===== config.mk =====
export PLATFORM = sky130hd
export DESIGN_NAME = lcfp_div_cell
export DESIGN_NICKNAME = d
export VERILOG_FILES = /design/src/design/lcfp_pkg.sv /design/src/design/lcfp_div_cell.sv
export SDC_FILE = /design/constraint.sdc
export NUM_CORES = 1
export LEC_CHECK = 0
export BUFFER_PORTS_ARGS = -buffer_cell sky130_fd_sc_hd__clkbuf_2
export CORE_AREA = 2 2 126 97
export DETAILED_ROUTE_END_ITERATION = 10
export DIE_AREA = 0 0 128 99
export HOLD_SLACK_MARGIN = 0.03
export MAX_ROUTING_LAYER = met4
export PLACE_DENSITY = 0.94
export SETUP_SLACK_MARGIN = 0.15
export SYNTH_ARGS = -nofsm -noshare
export SYNTH_HDL_FRONTEND = slang
export SYNTH_SLANG_ARGS = --single-unit

===== constraint.sdc =====
create_clock -name clk -period 11.6 [get_ports clk]
set_input_delay 2.32 -clock clk [delete_from_list [all_inputs] [get_ports clk]]
set_output_delay 2.32 -clock clk [all_outputs]
set_load 0.01 [all_outputs]

===== src/design/lcfp_pkg.sv =====
// Package for the constant-power load current block: payload and pipeline types,
// fixed-point widths, register indexes and the CORDIC arctangent table.
// No dependencies; every other design file imports it.
package lcfp_pkg;

  // Field and datapath widths.
  localparam int MAG_W      = 16;  // voltage magnitude, unsigned Q2.14
  localparam int ANGLE_W    = 16;  // voltage angle, binary angle
  localparam int PWR_W      = 32;  // power set-points, signed Q16.16
  localparam int CUR_W      = 32;  // currents, signed Q16.16
  localparam int CS_W       = 32;  // CORDIC vector, signed Q1.30
  localparam int Z_W        = 34;  // CORDIC angle accumulator, 2^31 = pi
  localparam int PROD_W     = 64;  // products and numerators, Q.46
  localparam int QUO_W      = 32;  // quotient magnitude bits
  localparam int MAX_STEPS  = 32;  // length of the arctangent table
  localparam int CFG_IDX_W  = 4;
  localparam int CFG_DATA_W = 32;

  // Configuration register indexes.
  localparam logic [CFG_IDX_W-1:0] REG_ACTIVE_POWER   = 4'd0;
  localparam logic [CFG_IDX_W-1:0] REG_REACTIVE_POWER = 4'd1;
  localparam logic [CFG_IDX_W-1:0] REG_SETPOINT_VALID = 4'd2;
  localparam logic [CFG_IDX_W-1:0] REG_ONLINE         = 4'd3;

  // CORDIC constants: gain in Q1.30, quarter and half turn in 16-bit binary angle.
  localparam logic signed [CS_W-1:0]    CORDIC_GAIN = 32'sd652032874;
  localparam logic signed [ANGLE_W:0]   HALF_PI_BAM = 17'sd16384;
  localparam logic signed [ANGLE_W:0]   PI_BAM      = 17'sd32768;

  // Saturation bounds of the current outputs.
  localparam logic [CUR_W-1:0] CUR_MAX     = 32'h7FFF_FFFF;
  localparam logic [CUR_W-1:0] CUR_MIN     = 32'h8000_0000;

  // Arctangent of 2^-i in 32-bit binary angle (2^31 = pi).
  localparam logic [31:0] ATAN_BAM [MAX_STEPS] = '{
    32'd536870912, 32'd316933406, 32'd167458907, 32'd85150676,
    32'd42667331,  32'd21354465,  32'd10679838,  32'd5340245,
    32'd2670163,   32'd1335087,   32'd667544,    32'd333772,
    32'd166886,    32'd83443,     32'd41722,     32'd20861,
    32'd10430,     32'd5215,      32'd2608,      32'd1304,
    32'd652,       32'd326,       32'd163,       32'd81,
    32'd41,        32'd20,        32'd10,        32'd5,
    32'd3,         32'd1,         32'd1,         32'd0
  };

  // Input transaction payload.
  typedef struct packed {
    logic [MAG_W-1:0]          voltage_magnitude;
    logic signed [ANGLE_W-1:0] voltage_angle;
  } in_t;

  // Result transaction payload.
  typedef struct packed {
    logic signed [CUR_W-1:0] current_real;
    logic signed [CUR_W-1:0] current_imag;
    logic                    error_flag;
  } out_t;

  // State handed from one CORDIC cell to the next.
  typedef struct packed {
    logic                    valid;
    logic                    zero;   // force zero current
    logic                    err;    // error flag when forced to zero
    logic                    flip;   // angle was folded by pi
    logic [MAG_W-1:0]        vm;
    logic signed [CS_W-1:0]  x;
    logic signed [CS_W-1:0]  y;
    logic signed [Z_W-1:0]   z;
  } cordic_t;

  // Control that travels alongside the divider lanes.
  typedef struct packed {
    logic             valid;
    logic             zero;
    logic             err;
    logic             neg_r;
    logic             neg_i;
    logic             big_r;  // quotient at least 2^32
    logic             big_i;
    logic [MAG_W-1:0] vm;
  } div_side_t;

  // State handed from one divider cell to the next.
  typedef struct packed {
    div_side_t        side;
    logic [MAG_W-1:0] rem_r;
    logic [QUO_W-1:0] dq_r;   // dividend bits shift out, quotient bits shift in
    logic [MAG_W-1:0] rem_i;
    logic [QUO_W-1:0] dq_i;
  } div_t;

endpackage


===== src/design/lcfp_div_cell.sv =====
// One restoring division step for both current lanes, with its output register.
// Depends on lcfp_pkg for div_t.
module lcfp_div_cell (
  input  logic           clk,
  input  logic           rst_n,
  input  logic           en,
  input  lcfp_pkg::div_t cell_in,
  output lcfp_pkg::div_t cell_out
);
  import lcfp_pkg::*;

  div_t           st_r;
  div_t           st_nxt;
  logic [MAG_W:0] t_r;
  logic [MAG_W:0] t_i;
  logic [MAG_W:0] dvs;
  logic           ge_r;
  logic           ge_i;

  // Bring down the next dividend bit, subtract the divisor when it fits.
  always_comb begin
    dvs    = {1'b0, cell_in.side.vm};
    t_r    = {cell_in.rem_r, cell_in.dq_r[QUO_W-1]};
    t_i    = {cell_in.rem_i, cell_in.dq_i[QUO_W-1]};
    ge_r   = (t_r >= dvs);
    ge_i   = (t_i >= dvs);
    st_nxt = cell_in;
    st_nxt.rem_r = ge_r ? MAG_W'(t_r - dvs) : t_r[MAG_W-1:0];
    st_nxt.rem_i = ge_i ? MAG_W'(t_i - dvs) : t_i[MAG_W-1:0];
    st_nxt.dq_r  = {cell_in.dq_r[QUO_W-2:0], ge_r};
    st_nxt.dq_i  = {cell_in.dq_i[QUO_W-2:0], ge_i};
  end

  always_ff @(posedge clk) begin
    if (!rst_n) begin
      st_r.side.valid <= 1'b0;
    end else if (en) begin
      st_r <= st_nxt;
    end
  end

  assign cell_out = st_r;

endmodule


---- Word-level counts from Yosys, hierarchy flattened ----
Cells that the tools add are included.
W data, S select, Z words.
storage, ports and cells
  register bits ........................... 119
  latch bits .............................. 0
  bits in writable memories ............... 0
  ROM bits ................................ 0
  output and inout bits ................... 119
  word-level logic and storage cells ...... 19
  memories ................................ 0
cells by class
  add/subtract/negate cells ............... 2
  multiply operators ...................... 0
  divide/modulo/power cells ............... 0
  order comparisons ....................... 2
  equality and inequality tests ........... 0
  shift-type cells ........................ 0
  mux-type cells .......................... 2
  bitwise logic cells ..................... 0
  reductions and logical operators ........ 1
operator list
  kind               number
  $ge A17 B16 Y1     2
  $mux W16           2
  $sub A16 B16 Y16   2
  $reduce_and A2 Y1  1

---- Depth between registers and ports, before layout ----
Gate-level depths: netlist (run 1).
  depth after elaboration ................. 2
  depth in mapped cells ................... 11
  gate-level depth less buffers ........... 9

---- Least setup slack after synthesis (run 1) ----
No wires, ideal clock.
  path type ............................... input to register
  start point ............................. input port en
  end point ............................... register st_r (netlist bit cell_out[0]) (enable)
  library setup time ...................... 0.490 ns
  arrival ................................. 5.030 ns
  required time ........................... 11.110 ns
  path slack .............................. 6.080 ns
  stages on the path ...................... 1
  path through ............................ and2_1
on the way
  cells in the longest elaborated chain, start to end .. 1
RTL lines
  what                         line                 text
  from (decl)                  lcfp_div_cell.sv:6   input logic en,
  $reduce_and A2 Y1 (no line)  --
  to (signal assigned)         lcfp_div_cell.sv:38  st_r <= st_nxt;
  to (decl)                    lcfp_div_cell.sv:12  div_t st_r;
Every way passes these cells.
A chain may end at the register's enable or synchronous reset.

==> results of run 1 <==
[worst min-delay path by stage]
stage	cells past startpoint	from	end	slack [ns]
floorplan	2	cell_out[118]	cell_out[118]	0.54
global placement	2	cell_out[118]	cell_out[118]	0.51
detailed placement	2	cell_out[118]	cell_out[118]	0.52
CTS	2	cell_out[118]	cell_out[118]	0.57
global route	2	cell_out[118]	cell_out[118]	0.59
finish	2	cell_out[118]	cell_out[118]	0.58
[Yosys cell counts (all sizes together), types with 8 or more instances]
master	number
inv	23
edfxtp	118
a21oi	23
nor3	10
a21o	13
ha	32
xor2	8
nand3	8
xnor2	10
nor2	11
o21ai	25
nand2	29
mux2	11
a31oi	10
[through the flow]
stage                     hold slack (ns)  setup WS, ns  instances
after floorplan                     0.538          6.08        432
after global placement              0.508          6.50        805
after detailed placement            0.520          6.39        805
after CTS                           0.568          6.81        837
after global routing                0.589          6.52        837
final                               0.579          6.77        837
[layer usage]
layer  GRT usage (%)  vias up
met3            10.1       33
met2            44.4      262
li1                -     2171
met5               -        -
met4            6.68        0
met1            30.8     2202
[report_power, final]
group / switching (W) / leakage (nW) / internal, W / total, W
clock: 0.000197 / 0.245 / 0.000272 / 0.000469
combinational: 0.000127 / 2.01 / 0.0000926 / 0.000220
sequential: 0.00000985 / 1.11 / 0.000516 / 0.000526
total: 0.000334 / 3.37 / 0.000881 / 0.00121
[cell families (layout without fill, tap and decap cells)]
family / Yosys count / in the layout / synth area share [%]
compound gates: 111 / 111 / 13.5
xor+xnor: 18 / 18 / 2.71
fa+ha+maj: 34 / 34 / 7.58
buf+inv: 35 / 296 / 2.86
flops: 119 / 119 / 61.3
mux: 15 / 15 / 3.01
simple gates: 100 / 100 / 9.04
[final cells by class]
class	instances	area, µm²
Fill cell	848	3740
Timing Repair Buffer	241	1210
Multi-Input combinational cell	278	2090
Clock buffer	17	425
Sequential cell	119	3560
Clock inverter	15	106
Tap cell	144	180
Inverter	23	86.3
[placed cells by master, fill, tap and decap left out, drive strengths merged, types with 10 or more instances in the layout]
master,n
nand2,29
clkbuf,257
nor2,11
ha,32
a21o,13
nor3,10
a21oi,23
xnor2,10
inv,26
a31oi,10
mux2,11
edfxtp,118
o21ai,25
[worst min-delay path, delay by kind of cell, from the launching register on]
family / cells / cell delay, ns
simple gates: 1 / 0.07
flops: 1 / 0.32
mux: 1 / 0.15
==> out/summary.txt, run 1 <==
run status - completed
die width - 128 µm
IO Pins - 241
post-CTS resize count - 0
total routed wirelength - 16.5 mm
max FFs per register - 119
number of global-route vias before repair - 4601
Final TNS setup - 0 ns
metal3 WL - 1.62 mm
Peak VDD IR - 113 µV
Port Buf Inserts - 240
Final ANT Viol Nets - 0
first-pass GRT wire length - 24.5 mm
site row count - 34
Reg2Reg Depth - 2
Total Power - 0.00121 W
Pwr per Cell Area - 159 nW/µm²
Metal-1 WL - 6.40 mm
CP endpoint kind - flip-flop
Slew Viols, Final - 0
die area - 12700 µm²
diode count - 0
drt first pass iters - 6
Vias/cell - 5.58
EDFF count, synth - 118
FF+latch count, synth - 119
sequential area share after synthesis - 61.3%
yosys warns - 0
proportion of layout cells with a drive suffix above 1 - 43.6%
Iteration-0 DRC Markers - 322
Num CTS Buffers - 17
Final Cycle Share - 41.6%
postcts setup bufs - 0
routability cong. - 0.898
CP bufs+invs - 3
crit path from - cell_in[97]
Cell Area, Synth - 5810 µm²
worst reg2reg endpoint - cell_out[118]
FMAX - 207 MHz
Synth area leader - edfxtp_1
crit path kind - in -> reg
Worst Setup EP - cell_out[42]
drc violations - 0
Syn Nets - 588
RSZ-0062 raised after global routing - no
Slew HR - 36.2%
GRT overflow - 0
worst-skew pair later-pin latency - 0.41 ns
clk buf depth - 2
hold_buf cts - 0
Max stage delay on crit path - 0.84 ns
Util after Layout - 67.2%
Fin. Hold Viols - 0
crit-path leading delay family - compound AO/OA/AOI/OAI gates
area of placed instances - 7120 µm²
Reg2Reg Setup Slack - 10.96 ns
top_reg_cell synth - edfxtp_1
H-Tree Depth - 4
fin crit period - 4.83 ns
highest routed layer - met4
Yosys cell types - 67
Wirelength per Cell - 19.7 µm
area fraction of the dominant cell type after synthesis - 61.0%
worst slew pin tran - 0.955 ns
Cells after Synth - 432
core area - 11400 µm²
Critical Path Source Type - input pin
initial antenna violation count - 0
Layout area overhead - 31.7%
fin nets - 836
slowest CP cell - a211oi_4
HP Class - reg -> reg
worst path required time - 11.76 ns
Worst EP arrival - 4.99 ns
crit-path cells - clkbuf_2 > inv_1 > ha_1 > nor2b_1 > o21ai_0 > a31oi_1 > a211oi_4 > inv_2 > mux2_1
initial core utilization - 51.0%
worst-path fanout max - 26
largest cells by area after synthesis - edfxtp_1 61%, ha_1 6.9%, o21ai_0 1.9%
clock sinks - 119
ys async rst share - 0%
WL met2 - 8.17 mm
Die Y - 99 µm
GRT Total Usage - 26.7%
Final setup viols - 0
clk slew on worst S/H paths - 0.06 ns
Leakage - 3.37 nW
Worst path depth - 9
clk_skew - 0 ns
clock root buffer - clkbuf_16
Max Cap Viol - 0
largest net degree at the start of global routing - 61
r2r startpoint - cell_out[118]
Design Area, Final - 7660 µm²
Synth Area per Inst - 13.5 µm²
CTS tree - built
vias - 4668
DP HPWL - 12.6 mm
No activity file was read; power rests on OpenSTA's default activity.
==> inputs of run 2 (changes only) <==
--- a/config.mk
+++ b/config.mk
@@ -6,12 +6,12 @@
 export NUM_CORES = 1
 export LEC_CHECK = 0
 export BUFFER_PORTS_ARGS = -buffer_cell sky130_fd_sc_hd__clkbuf_2
-export CORE_AREA = 2 2 126 97
+export CORE_AREA = 2 2 131 101
 export DETAILED_ROUTE_END_ITERATION = 10
-export DIE_AREA = 0 0 128 99
+export DIE_AREA = 0 0 133 103
 export HOLD_SLACK_MARGIN = 0.03
 export MAX_ROUTING_LAYER = met4
-export PLACE_DENSITY = 0.94
+export PLACE_DENSITY = 0.88
 export SETUP_SLACK_MARGIN = 0.15
 export SYNTH_ARGS = -nofsm -noshare
 export SYNTH_HDL_FRONTEND = slang
==> constraint.sdc (replaced) <==
create_clock -name clk -period 4.7 [get_ports clk]
set_input_delay 0.94 -clock clk [delete_from_list [all_inputs] [get_ports clk]]
set_output_delay 0.94 -clock clk [all_outputs]
set_load 0.01 [all_outputs]
==> run 2 against run 1 <==
  * Core utilization shrank 5.4 points
  * Cell count grew 3.3%
  * Flip-flop and latch count did not move
  * Highest routed layer unchanged
  * Setup slack worse by 5.5 ns
  * Combinational power grew 140%
  * Register-to-register slack got worse by 6.9 ns
  * First-iteration DRC count fell by 5.9%
  * Clock skew unchanged
  * Sequential share of layout area fell by 0.60 points
  * Cell area grew 1.3%
==> out/summary.txt, run 2 (synthesized netlist as in run 1, its figures left out) <==
GRT Total Usage - 24.6% (-2.1 points)
CTS tree - built
most common cell after layout, fill and taps aside - clkbuf_2
Port Buf Inserts - 240 (unchanged)
number of global-route vias before repair - 4556 (-0.98%)
post-CTS resize count - 0 (unchanged)
Pwr per Cell Area - 399 nW/µm² (+150%)
commonest cells after routing, fill and taps aside - 240 x clkbuf_2, 118 x edfxtp_1, 32 x ha_1, 29 x nand2_1
Fillers - 972 (+15%)
DP HPWL - 12.4 mm (-1.5%)
die area - 13700 µm² (+8.1%)
Worst EP arrival - 3.59 ns (-1.40 ns)
clk slew on worst S/H paths - 0.06 ns (about the same)
clock sinks - 119 (unchanged)
IO Pins - 241 (unchanged)
diode count - 0 (unchanged)
proportion of layout cells with a drive suffix above 1 - 43.7% (+0.081 points)
drc violations - 0 (unchanged)
core area - 12600 µm² (+10%)
first-pass GRT wire length - 24.3 mm (-0.84%)
crit-path cells - clkbuf_2 > inv_1 > ha_1 > nor2b_1 > o31a_1 > o31a_4 > o21ai_4 > o21a_1 > mux2_2
Max Cap Viol - 0 (unchanged)
clock root buffer - clkbuf_16
routability cong. - 0.887 (-1.3%)
worst-path fanout max - 17 (-35%)
CP endpoint kind - flip-flop
Die Y - 103 µm (+4.0%)
FMAX - 292 MHz
area of placed instances - 7180 µm² (+0.76%)
GRT busiest layer - met2
Critical Path Source Type - input pin
initial antenna violation count - 0 (unchanged)
Reg2Reg Setup Slack - 4.09 ns (-6.87 ns)
die width - 133 µm (+3.9%)
fin crit period - 3.43 ns
met1 usage - 29.7% (-1.1 points)
slowest CP cell - o21a_1
Final setup viols - 0 (unchanged)
worst path required time - 4.86 ns (-6.90 ns)
clk buf depth - 2 (unchanged)
site row count - 36 (+5.9%)
Slew HR - 42.3% (+6.1 points)
postcts setup bufs - 0 (unchanged)
max FFs per register - 119 (unchanged)
GRT met2 Usage - 40.7% (-3.7 points)
fin nets - 837 (+0.12%)
initial core utilization - 46.3% (-4.7 points)
Final ANT Viol Nets - 0 (unchanged)
HP Class - reg -> reg
Max stage delay on crit path - 0.72 ns (-0.12 ns)
Layout area overhead - 33.4%
Iteration-0 DRC Markers - 303 (-5.9%)
GRT overflow - 0 (unchanged)
Fin. Hold Viols - 0 (unchanged)
worst slew pin tran - 0.866 ns (-0.0890 ns)
Final TNS setup - 0 ns (unchanged)
run status - completed
vias - 4630 (-0.81%)
crit path kind - in -> reg
met3 usage - 6.83% (-3.3 points)
drt first pass iters - 5 (-1)
total routed wirelength - 16.4 mm (-0.49%)
Leakage - 3.41 nW (+1.2%)
H-Tree Depth - 4 (unchanged)
Slew Viols, Final - 0 (unchanged)
Layout Cells excl Fill - 865 (+3.3%)
largest net degree at the start of global routing - 62 (+1.6%)
Vias/cell - 5.35 (-4.0%)
worst-skew pair later-pin latency - 0.41 ns (about the same)
Design Area, Final - 7760 µm² (+1.3%)
Place WS - 0.855 ns (-5.53 ns)
RSZ-0062 raised after global routing - no
Final Cycle Share - 72.9%
fin worst setup slack - 1.27 ns (-5.50 ns)
hold_buf cts - 0 (unchanged)
dpl cells - 833 (+3.5%)
Wirelength per Cell - 18.9 µm (-3.7%)
Num CTS Buffers - 17 (unchanged)
clk_skew - 0 ns (unchanged)
Peak VDD IR - 279 µV (+150%)
run 2: changes by cell type in the layout (fill, tap and decap cells not counted), sizes merged:
| cell | change |
|---|---|
| buf | +1 |
| bufinv | +2 |
| clkinv | +1 |
| clkinvlp | -3 |
run 2: worst paths after layout:
kind	cells past startpoint	from	to
max	9	cell_in[97]	cell_out[82]
min	2	cell_out[118]	cell_out[118]
max reg2reg	2	cell_out[118]	cell_out[118]
min reg2reg	2	cell_out[118]	cell_out[118]
run 2: cell type report:
cell class	instances	area (µm²)	share of cell area, %
tap	171	214	2.76
multi-input combinational	278	2090	26.9
clock inverter	15	153	1.97
timing repair buffer	242	1230	15.8
inverter	23	86.3	1.11
clock buffer	17	425	5.48
sequential	119	3560	45.9
run 2: per-layer routing:
| layer | wire length, µm | vias to the layer above |
|---|---|---|
| met5 | 0 | - |
| met4 | 219 | 0 |
| met3 | 1250 | 19 |
| met2 | 8040 | 215 |
| met1 | 6880 | 2228 |
| li1 | - | 2168 |
run 2: power by group:
part | switching (W) | leakage [nW] | internal, W
clock | 0.000482 | 0.277 | 0.000780
combinational | 0.000309 | 2.02 | 0.000230
sequential | 0.0000243 | 1.11 | 0.00127
total | 0.000815 | 3.41 | 0.00228
run 2: stage by stage:
stage	util [%]	power [W]	hold slack, ns
4_1_cts	61.7	0.00312	0.545
2_1_floorplan	-	0.00165	0.538
3_5_place_dp	57.1	0.00185	0.523
6_report	61.7	0.00310	0.545
5_1_grt	61.7	0.00322	0.563
3_3_place_gp	57.1	0.00183	0.499
run 2: critical path, delay by kind of cell:
family,cells,cell delay (ns)
AO/OA/AOI/OAI,4,1.53
adder cells (fa/ha/maj),1,0.29
buffers and inverters,2,0.22
multiplexers,1,0.42
AND/OR/NAND/NOR,1,0.16
