### config.mk
export PLATFORM = sky130hd
export DESIGN_NAME = lcfp_cordic_cell
export DESIGN_NICKNAME = d
export VERILOG_FILES = /design/src/design/lcfp_pkg.sv /design/src/design/lcfp_cordic_cell.sv
export SDC_FILE = /design/constraint.sdc
export NUM_CORES = 1
export LEC_CHECK = 0
export ABC_AREA = 1
export BUFFER_PORTS_ARGS = -buffer_cell sky130_fd_sc_hd__buf_2
export CAP_MARGIN = 0
export CELL_PAD_IN_SITES_DETAIL_PLACEMENT = 1
export CELL_PAD_IN_SITES_GLOBAL_PLACEMENT = 1
export CORE_MARGIN = 2
export CORE_UTILIZATION = 40
export DETAILED_ROUTE_END_ITERATION = 7
export PLACE_DENSITY_LB_ADDON = 0.1
export SYNTH_ARGS = -nofsm -noshare
export SYNTH_HDL_FRONTEND = slang
export SYNTH_SLANG_ARGS = --single-unit
### constraint.sdc
create_clock -name clk -period 4 [get_ports clk]
set_input_delay 0.6 -clock clk [delete_from_list [all_inputs] [get_ports clk]]
set_output_delay 0.6 -clock clk [all_outputs]
set_load 0.05 [all_outputs]
### src/design/lcfp_pkg.sv
// Package for the constant-power load current block: payload and pipeline types,
// fixed-point widths, register indexes and the CORDIC arctangent table.
// No dependencies; every other design file imports it.
package lcfp_pkg;

  // Field and datapath widths.
  localparam int MAG_W      = 16;  // voltage magnitude, unsigned Q2.14
  localparam int ANGLE_W    = 16;  // voltage angle, binary angle
  localparam int PWR_W      = 32;  // power set-points, signed Q16.16
  localparam int CUR_W      = 32;  // currents, signed Q16.16
  localparam int CS_W       = 32;  // CORDIC vector, signed Q1.30
  localparam int Z_W        = 34;  // CORDIC angle accumulator, 2^31 = pi
  localparam int PROD_W     = 64;  // products and numerators, Q.46
  localparam int QUO_W      = 32;  // quotient magnitude bits
  localparam int MAX_STEPS  = 32;  // length of the arctangent table
  localparam int CFG_IDX_W  = 4;
  localparam int CFG_DATA_W = 32;

  // Configuration register indexes.
  localparam logic [CFG_IDX_W-1:0] REG_ACTIVE_POWER   = 4'd0;
  localparam logic [CFG_IDX_W-1:0] REG_REACTIVE_POWER = 4'd1;
  localparam logic [CFG_IDX_W-1:0] REG_SETPOINT_VALID = 4'd2;
  localparam logic [CFG_IDX_W-1:0] REG_ONLINE         = 4'd3;

  // CORDIC constants: gain in Q1.30, quarter and half turn in 16-bit binary angle.
  localparam logic signed [CS_W-1:0]    CORDIC_GAIN = 32'sd652032874;
  localparam logic signed [ANGLE_W:0]   HALF_PI_BAM = 17'sd16384;
  localparam logic signed [ANGLE_W:0]   PI_BAM      = 17'sd32768;

  // Saturation bounds of the current outputs.
  localparam logic [CUR_W-1:0] CUR_MAX     = 32'h7FFF_FFFF;
  localparam logic [CUR_W-1:0] CUR_MIN     = 32'h8000_0000;

  // Arctangent of 2^-i in 32-bit binary angle (2^31 = pi).
  localparam logic [31:0] ATAN_BAM [MAX_STEPS] = '{
    32'd536870912, 32'd316933406, 32'd167458907, 32'd85150676,
    32'd42667331,  32'd21354465,  32'd10679838,  32'd5340245,
    32'd2670163,   32'd1335087,   32'd667544,    32'd333772,
    32'd166886,    32'd83443,     32'd41722,     32'd20861,
    32'd10430,     32'd5215,      32'd2608,      32'd1304,
    32'd652,       32'd326,       32'd163,       32'd81,
    32'd41,        32'd20,        32'd10,        32'd5,
    32'd3,         32'd1,         32'd1,         32'd0
  };

  // Input transaction payload.
  typedef struct packed {
    logic [MAG_W-1:0]          voltage_magnitude;
    logic signed [ANGLE_W-1:0] voltage_angle;
  } in_t;

  // Result transaction payload.
  typedef struct packed {
    logic signed [CUR_W-1:0] current_real;
    logic signed [CUR_W-1:0] current_imag;
    logic                    error_flag;
  } out_t;

  // State handed from one CORDIC cell to the next.
  typedef struct packed {
    logic                    valid;
    logic                    zero;   // force zero current
    logic                    err;    // error flag when forced to zero
    logic                    flip;   // angle was folded by pi
    logic [MAG_W-1:0]        vm;
    logic signed [CS_W-1:0]  x;
    logic signed [CS_W-1:0]  y;
    logic signed [Z_W-1:0]   z;
  } cordic_t;

  // Control that travels alongside the divider lanes.
  typedef struct packed {
    logic             valid;
    logic             zero;
    logic             err;
    logic             neg_r;
    logic             neg_i;
    logic             big_r;  // quotient at least 2^32
    logic             big_i;
    logic [MAG_W-1:0] vm;
  } div_side_t;

  // State handed from one divider cell to the next.
  typedef struct packed {
    div_side_t        side;
    logic [MAG_W-1:0] rem_r;
    logic [QUO_W-1:0] dq_r;   // dividend bits shift out, quotient bits shift in
    logic [MAG_W-1:0] rem_i;
    logic [QUO_W-1:0] dq_i;
  } div_t;

endpackage

### src/design/lcfp_cordic_cell.sv
// One rotation-mode CORDIC step with its output register.
// Depends on lcfp_pkg for cordic_t and the arctangent table.
module lcfp_cordic_cell #(
  parameter int STEP = 0
) (
  input  logic              clk,
  input  logic              rst_n,
  input  logic              en,
  input  lcfp_pkg::cordic_t cell_in,
  output lcfp_pkg::cordic_t cell_out
);
  import lcfp_pkg::*;

  cordic_t                st_r;
  cordic_t                st_nxt;
  logic signed [CS_W-1:0] x_sh;
  logic signed [CS_W-1:0] y_sh;
  logic signed [Z_W-1:0]  atan_z;

  // Rotate toward zero residual angle; shifts round toward minus infinity.
  always_comb begin
    x_sh   = cell_in.x >>> STEP;
    y_sh   = cell_in.y >>> STEP;
    atan_z = signed'({{(Z_W-32){1'b0}}, ATAN_BAM[STEP]});
    st_nxt = cell_in;
    if (!cell_in.z[Z_W-1]) begin
      st_nxt.x = cell_in.x - y_sh;
      st_nxt.y = cell_in.y + x_sh;
      st_nxt.z = cell_in.z - atan_z;
    end else begin
      st_nxt.x = cell_in.x + y_sh;
      st_nxt.y = cell_in.y - x_sh;
      st_nxt.z = cell_in.z + atan_z;
    end
  end

  // Only the valid bit needs a reset.
  always_ff @(posedge clk) begin
    if (!rst_n) begin
      st_r.valid <= 1'b0;
    end else if (en) begin
      st_r <= st_nxt;
    end
  end

  assign cell_out = st_r;

endmodule

# --- Word-level counts from Yosys, hierarchy flattened ---
# Cells that the tools add are included.
totals:
  reg_bits: 118
  inputBits: 121
  output_inout_bits: 118
  wordCells: 15
classes:
  addsub: 5
  muxes: 1
  n_reduce_logical: 1
ops:
  columns: ["cell", "n"]
  rows:
  - ["two-way mux 98 bit", 1]
  - ["subtractor 32 bit", 2]
  - ["adder 34 x 31 -> 34 bit (second input constant)", 1]
  - ["subtractor 34 x 31 -> 34 bit (second input constant)", 1]
  - ["adder 32 bit", 1]
  - ["AND reduction 2 bit", 1]

# --- Depth between registers and ports, before layout ---
# Gate-level depths: netlist (run 1).
depth:
  depth_word: 2
  mapped_depth: 16
  mapped_depth_nobuf: 15

# --- Least setup slack after synthesis (run 1) ---
# No wires, ideal clock.
synth_timing:
  kind: "in2reg"
  startpoint: "input port rst_n"
  endpoint: "register st_r (netlist bit cell_out[0]) (enable)"
  setup_time_ns: 0.469
  arrival_ns: 2.873
  required_ns: 3.531
  slack_ns: 0.658
  path_stages: 2
  n_path_buf: 0
  path_cell_list: "nand2_1 > inv_1"
synth_between:
  elab_chain_cells: 1
synth_rtl:
  columns: ["item", "line", "text"]
  rows:
  - ["start: declaration", "lcfp_cordic_cell.sv:7", "input logic rst_n,"]
  - ["AND reduction 2 bit (no source line)", null, null]
  - ["end signal: assignment", "lcfp_cordic_cell.sv:42", "st_r <= st_nxt;"]
  - ["end: declaration", "lcfp_cordic_cell.sv:14", "cordic_t st_r;"]
# No other way between the ends.
# A chain may end at the register's enable or synchronous reset.

==> results of run 1 <==
## logic make-up after synthesis
logic type               share of synthesized area, %
flip-flops                                       31.3
adder cells (fa/ha/maj)                          11.5
buffers and inverters                            12.7
AO/OA/AOI/OAI                                    8.71
multiplexers                                   0.0893
AND/OR/NAND/NOR                                  33.5
XOR/XNOR                                         2.19
## critical path, stage by stage
cell and delay (ns):
sky130_fd_sc_hd__buf_2 0.12, sky130_fd_sc_hd__inv_1 0.05, sky130_fd_sc_hd__ha_1 0.26, sky130_fd_sc_hd__fa_1 0.52
sky130_fd_sc_hd__o21bai_1 0.51, sky130_fd_sc_hd__nand2_1 0.17, sky130_fd_sc_hd__nand2_1 0.14, sky130_fd_sc_hd__nand2_1 0.12
sky130_fd_sc_hd__nand3_1 0.11, sky130_fd_sc_hd__nand2_1 0.05, sky130_fd_sc_hd__nand3_1 0.08, sky130_fd_sc_hd__nand2_1 0.06
## per-stage QoR
step / worst slack (ns) / hold slack, ns
2_1_floorplan: 0.658 / 0.693
3_3_place_gp: 1.09 / 0.520
3_5_place_dp: 1.03 / 0.532
4_1_cts: 1.50 / 0.338
5_1_grt: 1.27 / 0.337
6_report: 1.38 / 0.349
## placed cells by master (no fill, tap or decap), types with 3 or more instances in the layout
| cell type | count |
|---|---|
| sky130_fd_sc_hd__a21oi_1 | 71 |
| sky130_fd_sc_hd__xor2_1 | 27 |
| sky130_fd_sc_hd__nor2_2 | 15 |
| sky130_fd_sc_hd__nand4_1 | 19 |
| sky130_fd_sc_hd__nand2_4 | 6 |
| sky130_fd_sc_hd__nand2_1 | 527 |
| sky130_fd_sc_hd__buf_2 | 238 |
| sky130_fd_sc_hd__o22ai_1 | 4 |
| sky130_fd_sc_hd__inv_2 | 12 |
| sky130_fd_sc_hd__nor2_4 | 10 |
| sky130_fd_sc_hd__bufinv_16 | 5 |
| sky130_fd_sc_hd__fa_1 | 4 |
| sky130_fd_sc_hd__inv_6 | 3 |
| sky130_fd_sc_hd__nor3_2 | 7 |
| sky130_fd_sc_hd__clkbuf_16 | 17 |
| sky130_fd_sc_hd__nand3_1 | 144 |
| sky130_fd_sc_hd__o21ai_0 | 55 |
| sky130_fd_sc_hd__o21ai_1 | 6 |
| sky130_fd_sc_hd__and2_1 | 3 |
| sky130_fd_sc_hd__o21bai_1 | 14 |
| sky130_fd_sc_hd__inv_1 | 281 |
| sky130_fd_sc_hd__nor2_1 | 104 |
| sky130_fd_sc_hd__edfxtp_1 | 116 |
| sky130_fd_sc_hd__nand2_2 | 13 |
| sky130_fd_sc_hd__nand3_2 | 3 |
| sky130_fd_sc_hd__a21oi_2 | 8 |
| sky130_fd_sc_hd__clkinv_4 | 5 |
| sky130_fd_sc_hd__ha_1 | 97 |
## worst max path at each step
stage / startpoint / to / slack, ns / cells after the start
global placement: cell_in[34] / cell_out[58] / 1.09 / 12
CTS: cell_in[34] / cell_out[58] / 1.50 / 12
finish: cell_in[34] / cell_out[58] / 1.38 / 12
floorplan: rst_n / cell_out[0] / 0.66 / 2
global route: cell_in[34] / cell_out[54] / 1.27 / 12
detailed placement: cell_in[34] / cell_out[58] / 1.03 / 12
## cell type report
cell class,instances,area [sq um]
Tap cell,378,473
Inverter,295,1110
Timing Repair Buffer,241,1240
Multi-Input combinational cell,1159,6280
Clock inverter,14,225
Fill cell,3652,14400
Clock buffer,18,429
Sequential cell,117,3500
## power breakdown
group / internal (mW) / total, mW / switching [mW] / leakage, nW
clock: 1.12 / 1.79 / 0.677 / 0.319
combinational: 0.472 / 1.80 / 1.33 / 5.60
sequential: 1.49 / 1.52 / 0.0318 / 1.09
total: 3.08 / 5.12 / 2.04 / 7.01
## routing by layer
| layer | global-route usage (%) | routed length [microns] | vias up |
|---|---|---|---|
| met2 | 49.6 | 19800 | 372 |
| met4 | 8.44 | 1020 | 0 |
| met1 | 36.5 | 18200 | 5476 |
| li1 | - | - | 5515 |
| met3 | 3.70 | 2680 | 53 |
| met5 | 0 | 0 | - |
==> flow_metrics.tcl, run 1 <==
set metrics [dict create \
    outcome "complete, no violations" \
    number_of_enable_flip_flop_cells_after_synthesis 116 \
    clock-root-buffer "sky130_fd_sc_hd__clkbuf_16" \
    number_of_buffers_created_by_cts 17 \
    report.power.total_mw 5.12 \
    dp_hpwl_mm 34.1 \
    route.final.wire_length_mm 41.7 \
    globalplace.congestion 0.997 \
    post_synth_inst_count 1613 \
    slew_headroom_pct 39.9 \
    hold_viol 0 \
    finalCritPeriodShare_pct 65.6 \
    cts-root-to-sink-buffers 2 \
    first_global_vias 11800 \
    worst_ep_arrival_time_ns 2.81 \
    postCtsHoldBufs 0 \
    syn_avg_cell_area_sq_um 6.95 \
    drc 0 \
    port_buffers 238 \
    synth_top_cell_area_share_pct 31.1 \
    total_non_filler_cell_area_in_the_finished_layout_sq_um 13300 \
    vias 11400 \
    floorplan.die.width_microns 171 \
    end_kind "flip-flop" \
    final_period_minus_worst_setup_slack_ns 2.62 \
    totalNegativeSetupSlack_ns 0 \
    finalMaxSlewViolations 0 \
    fin_nets 2053 \
    vdd.ir_drop.worst_mv 0.250 \
    worstPathRequired_ns 4.19 \
    skew_ns 0 \
    htree_levels 4 \
    synth-warning-count 0 \
    floorplan.core_area_sq_um 27700 \
    path_max_fanout 4 \
    fin_util_pct 47.9 \
    synth.area.top_cells "sky130_fd_sc_hd__edfxtp_1 (31%), sky130_fd_sc_hd__nand2_1 (18%), sky130_fd_sc_hd__ha_1 (11%)" \
    seq_area_frac_synth_pct 31.3 \
    post_route_cells_drive_above_1_share_pct 19.4 \
    async_flop_share_pct 0 \
    synthesis.nets 1835 \
    regToRegEndpoint "cell_out[117]" \
    dominantRegCellSynth "sky130_fd_sc_hd__edfxtp_1" \
    grt-ovfl-total 0 \
    area_of_the_die_sq_um 29400 \
    report.final.setup_viol 0 \
    first_pass_grt_wire_length_mm 63.6 \
    post_cts_resize_count 0 \
    netlist-cell-type-count 43 \
    power-per-cell-area_nw_per_um2 386 \
    r2r-start "cell_out[117]" \
    drt_pass1_iterations 5 \
    grt_use_total_pct 28.4 \
    diodes 0 \
    initial_standard_cell_utilization_of_the_core_pct 40.5 \
    synth-seq-cells 117 \
    cts_tree "done" \
    hold_path_depth 1 \
    dp.cells 2190 \
    largest_register_ffs 117 \
    final_cells 2222 \
    post_synth_instance_area_sq_um 11200 \
    pin_count 239 \
    antenna_violations_before_repair 0 \
    route.detailed.wl_per_inst_microns 18.8 \
    yosysMostFrequentCell "sky130_fd_sc_hd__nand2_1" \
    hold_path_startpoint "cell_in[22]" \
    floorplan_row_count 61 \
    min_delay_worst_endpoint "cell_out[22]" \
    area_growth_syn_to_layout_pct 18.3 \
    fmax_mhz 381 \
    maximum_number_of_pins_on_one_net_before_global_route_repair 64 \
    power.static_leakage_nw 7.01 \
    numClockSinks 117 \
    synth.top_cells.by_count "sky130_fd_sc_hd__nand2_1 (527), sky130_fd_sc_hd__inv_1 (282), sky130_fd_sc_hd__nand3_1 (144), sky130_fd_sc_hd__edfxtp_1 (116), sky130_fd_sc_hd__nor2_1 (104)" \
    critPathKind "input pin to flip-flop" \
    worst_setup_path_start_kind "input pin" \
    detailedRoute.firstIterationViolations 686 \
    rsz0062_at_grt "false" \
    max-cap-violations 0 \
    reg2reg_slack_ns 3.38 \
    clkLatencyLatePin_ns 0.42 \
    antenna_left 0 \
    chipHeight_microns 171 \
    worst-slew-pin-transition_ns 0.901 \
    post-synth-top-area-cell "sky130_fd_sc_hd__edfxtp_1" \
    rr_worst_depth 2 \
    dpl_cell_area_sq_um 12600 \
    min_path_type "input pin to flip-flop" \
    post_cts.repair.setup_buffers 0 \
    cts.reportedPaths.clkPinSlew_ns 0.07 \
    via_per_inst 5.14 \
]
No activity file was read; power rests on OpenSTA's default activity.
==> run 2, diff against run 1 <==
--- a/config.mk
+++ b/config.mk
@@ -11,7 +11,7 @@
 export CELL_PAD_IN_SITES_DETAIL_PLACEMENT = 1
 export CELL_PAD_IN_SITES_GLOBAL_PLACEMENT = 1
 export CORE_MARGIN = 2
-export CORE_UTILIZATION = 40
+export CORE_UTILIZATION = 36
 export DETAILED_ROUTE_END_ITERATION = 7
 export PLACE_DENSITY_LB_ADDON = 0.1
 export SYNTH_ARGS = -nofsm -noshare
==> constraint.sdc (replaced) <==
create_clock -name clk -period 2.35 [get_ports clk]
set_input_delay 0.3525 -clock clk [delete_from_list [all_inputs] [get_ports clk]]
set_output_delay 0.3525 -clock clk [all_outputs]
set_load 0.05 [all_outputs]
==> run 2 against run 1 <==
  * Utilization up 0.66 points
  * Largest cell class unchanged
  * Critical endpoint is now cell_out[46]
  * Worst setup slack worse by 1.1 ns
  * Final cell count up 10%
==> flow_metrics.tcl, run 2 (same netlist as run 1, synthesis figures left out) <==
set metrics [dict create \
    post_route_cells_drive_above_1_share_pct 27.5 \
    area_of_the_die_sq_um 32600 \
    first_global_vias 12600 \
    area_growth_syn_to_layout_pct 32.5 \
    critical_path.slowest_cell "sky130_fd_sc_hd__ha_1" \
    worst-slew-pin-transition_ns 0.525 \
    reg2reg_slack_ns 1.73 \
    number_of_buffers_created_by_cts 17 \
    power-per-cell-area_nw_per_um2 592 \
    post_cts_resize_count 0 \
    vdd.ir_drop.worst_mv 0.481 \
    antenna_violations_before_repair 0 \
    final_common_cell "sky130_fd_sc_hd__nand2_1" \
    port_buffers 238 \
    cts.reportedPaths.clkPinSlew_ns 0.07 \
    globalplace.congestion 0.913 \
    fillCellCount 4030 \
    final_period_minus_worst_setup_slack_ns 2.09 \
    rr_worst_depth 2 \
    diodes 0 \
    final_cells 2447 \
    route.detailed.wl_per_inst_microns 17.8 \
    dp.cells 2415 \
    finalMaxSlewViolations 0 \
    cts_tree "done" \
    numClockSinks 117 \
    timing.critical_path.to "cell_out[46]" \
    route.final.wire_length_mm 43.6 \
    grt-ovfl-total 0 \
    min_path_type "input pin to flip-flop" \
    max-cap-violations 0 \
    fmax_mhz 478 \
    finalCritPeriodShare_pct 89.1 \
    report.power.total_mw 8.78 \
    first_pass_grt_wire_length_mm 68.8 \
    fin_util_pct 48.5 \
    critPathLaunch "cell_in[39]" \
    htree_levels 4 \
    dpl_cell_area_sq_um 14300 \
    critical_path.max_stage_delay_ns 0.36 \
    critPathMostFrequentCell "sky130_fd_sc_hd__nand2_1" \
    power.static_leakage_nw 7.98 \
    antenna_left 0 \
    total_non_filler_cell_area_in_the_finished_layout_sq_um 14800 \
    register_area_sq_um 3500 \
    clock-root-buffer "sky130_fd_sc_hd__clkbuf_16" \
    timing.critical_path.cells "buf_2 -> inv_1 -> ha_1 -> buf_4 -> o21ai_0 -> nand2_1 -> nand2_1 -> nand2_1 -> nand3_1 -> nand2_1 -> nand3_1 -> o21ai_0 -> buf_4" \
    cts-root-to-sink-buffers 2 \
    worstPathRequired_ns 2.55 \
    slew_headroom_pct 65.0 \
    final.hold.worst_slack_ns 0.0934 \
    maximum_number_of_pins_on_one_net_before_global_route_repair 92 \
    hold_viol 0 \
    r2r-start "cell_out[117]" \
    worst_setup_path_start_kind "input pin" \
    outcome "complete, no violations" \
    skew_ns 0 \
    drt_pass1_iterations 5 \
    worst_ep_arrival_time_ns 2.29 \
    fin_nets 2260 \
    vias 11900 \
    regToRegEndpoint "cell_out[117]" \
    initial_standard_cell_utilization_of_the_core_pct 36.6 \
    floorplan_row_count 64 \
    critPathKind "input pin to flip-flop" \
    multi_input_area_sq_um 6300 \
    post_cts.repair.setup_buffers 0 \
    grt_use_total_pct 27.2 \
    chipHeight_microns 180 \
    rsz0062_at_grt "false" \
    end_kind "flip-flop" \
    path_max_fanout 5 \
    clkLatencyLatePin_ns 0.43 \
    largest_register_ffs 117 \
    floorplan.die.width_microns 180 \
    via_per_inst 4.86 \
    detailedRoute.firstIterationViolations 556 \
    report.final.setup_viol 0 \
    pin_count 239 \
    dp_hpwl_mm 36.9 \
    floorplan.core_area_sq_um 30600 \
    drc 0 \
    postCtsHoldBufs 0 \
    layout_common_cells "sky130_fd_sc_hd__nand2_1 (526), sky130_fd_sc_hd__inv_1 (281), sky130_fd_sc_hd__buf_2 (238), sky130_fd_sc_hd__buf_4 (203), sky130_fd_sc_hd__nand3_1 (144)" \
]
## run 2: metrics by stage
| step | TNS, ns | setup slack [ns] |
|---|---|---|
| 6_report | 0 | 0.256 |
| 5_1_grt | 0 | 0.0764 |
| 3_3_place_gp | -1.47 | -0.0875 |
| 2_1_floorplan | -15.38 | -0.133 |
| 4_1_cts | 0 | 0.294 |
| 3_5_place_dp | -3.83 | -0.159 |
## run 2: routing by layer
metal | vias to the layer above | routed length [microns] | global-route usage [%] | share of wire [%]
met5 | - | 0 | 0 | 0
met4 | 0 | 748 | 7.00 | 1.7
met3 | 37 | 1740 | 3.46 | 4.0
met2 | 288 | 21100 | 47.8 | 48
met1 | 5625 | 20000 | 35.2 | 46
li1 | 5936 | - | - | -
## run 2: layout make-up
cell class	count	share of cell area, %
repair buffers	448	19.2
clock inverters	15	1.05
multi-input cells	1159	42.4
inverters	295	7.48
flip-flops and latches	117	23.6
clock buffers	17	2.87
well taps	396	3.34
## run 2: power breakdown
group	switching [mW]	internal, mW	leakage, nW
clock	1.10	1.57	0.277
sequential	0.0593	2.54	1.09
combinational	2.34	1.18	6.61
total	3.50	5.28	7.98
## run 2: worst max-delay path: cells and delay by family
kind	cells	cell delay, ns
AOI/OAI and AO/OA	2	0.42
adders and majority gates	1	0.36
buffers and inverters	4	0.48
and+or+nand+nor	6	0.67
## run 2: worst min-delay path by stage
stage,startpoint,to,slack (ns),cells after the start
floorplan,en,cell_out[117],0.45,1
global placement,cell_out[117],cell_out[117],0.53,2
detailed placement,cell_in[99],cell_out[99],0.53,1
CTS,cell_in[106],cell_out[106],0.08,1
global route,cell_in[24],cell_out[24],0.08,1
finish,cell_in[106],cell_out[106],0.09,1
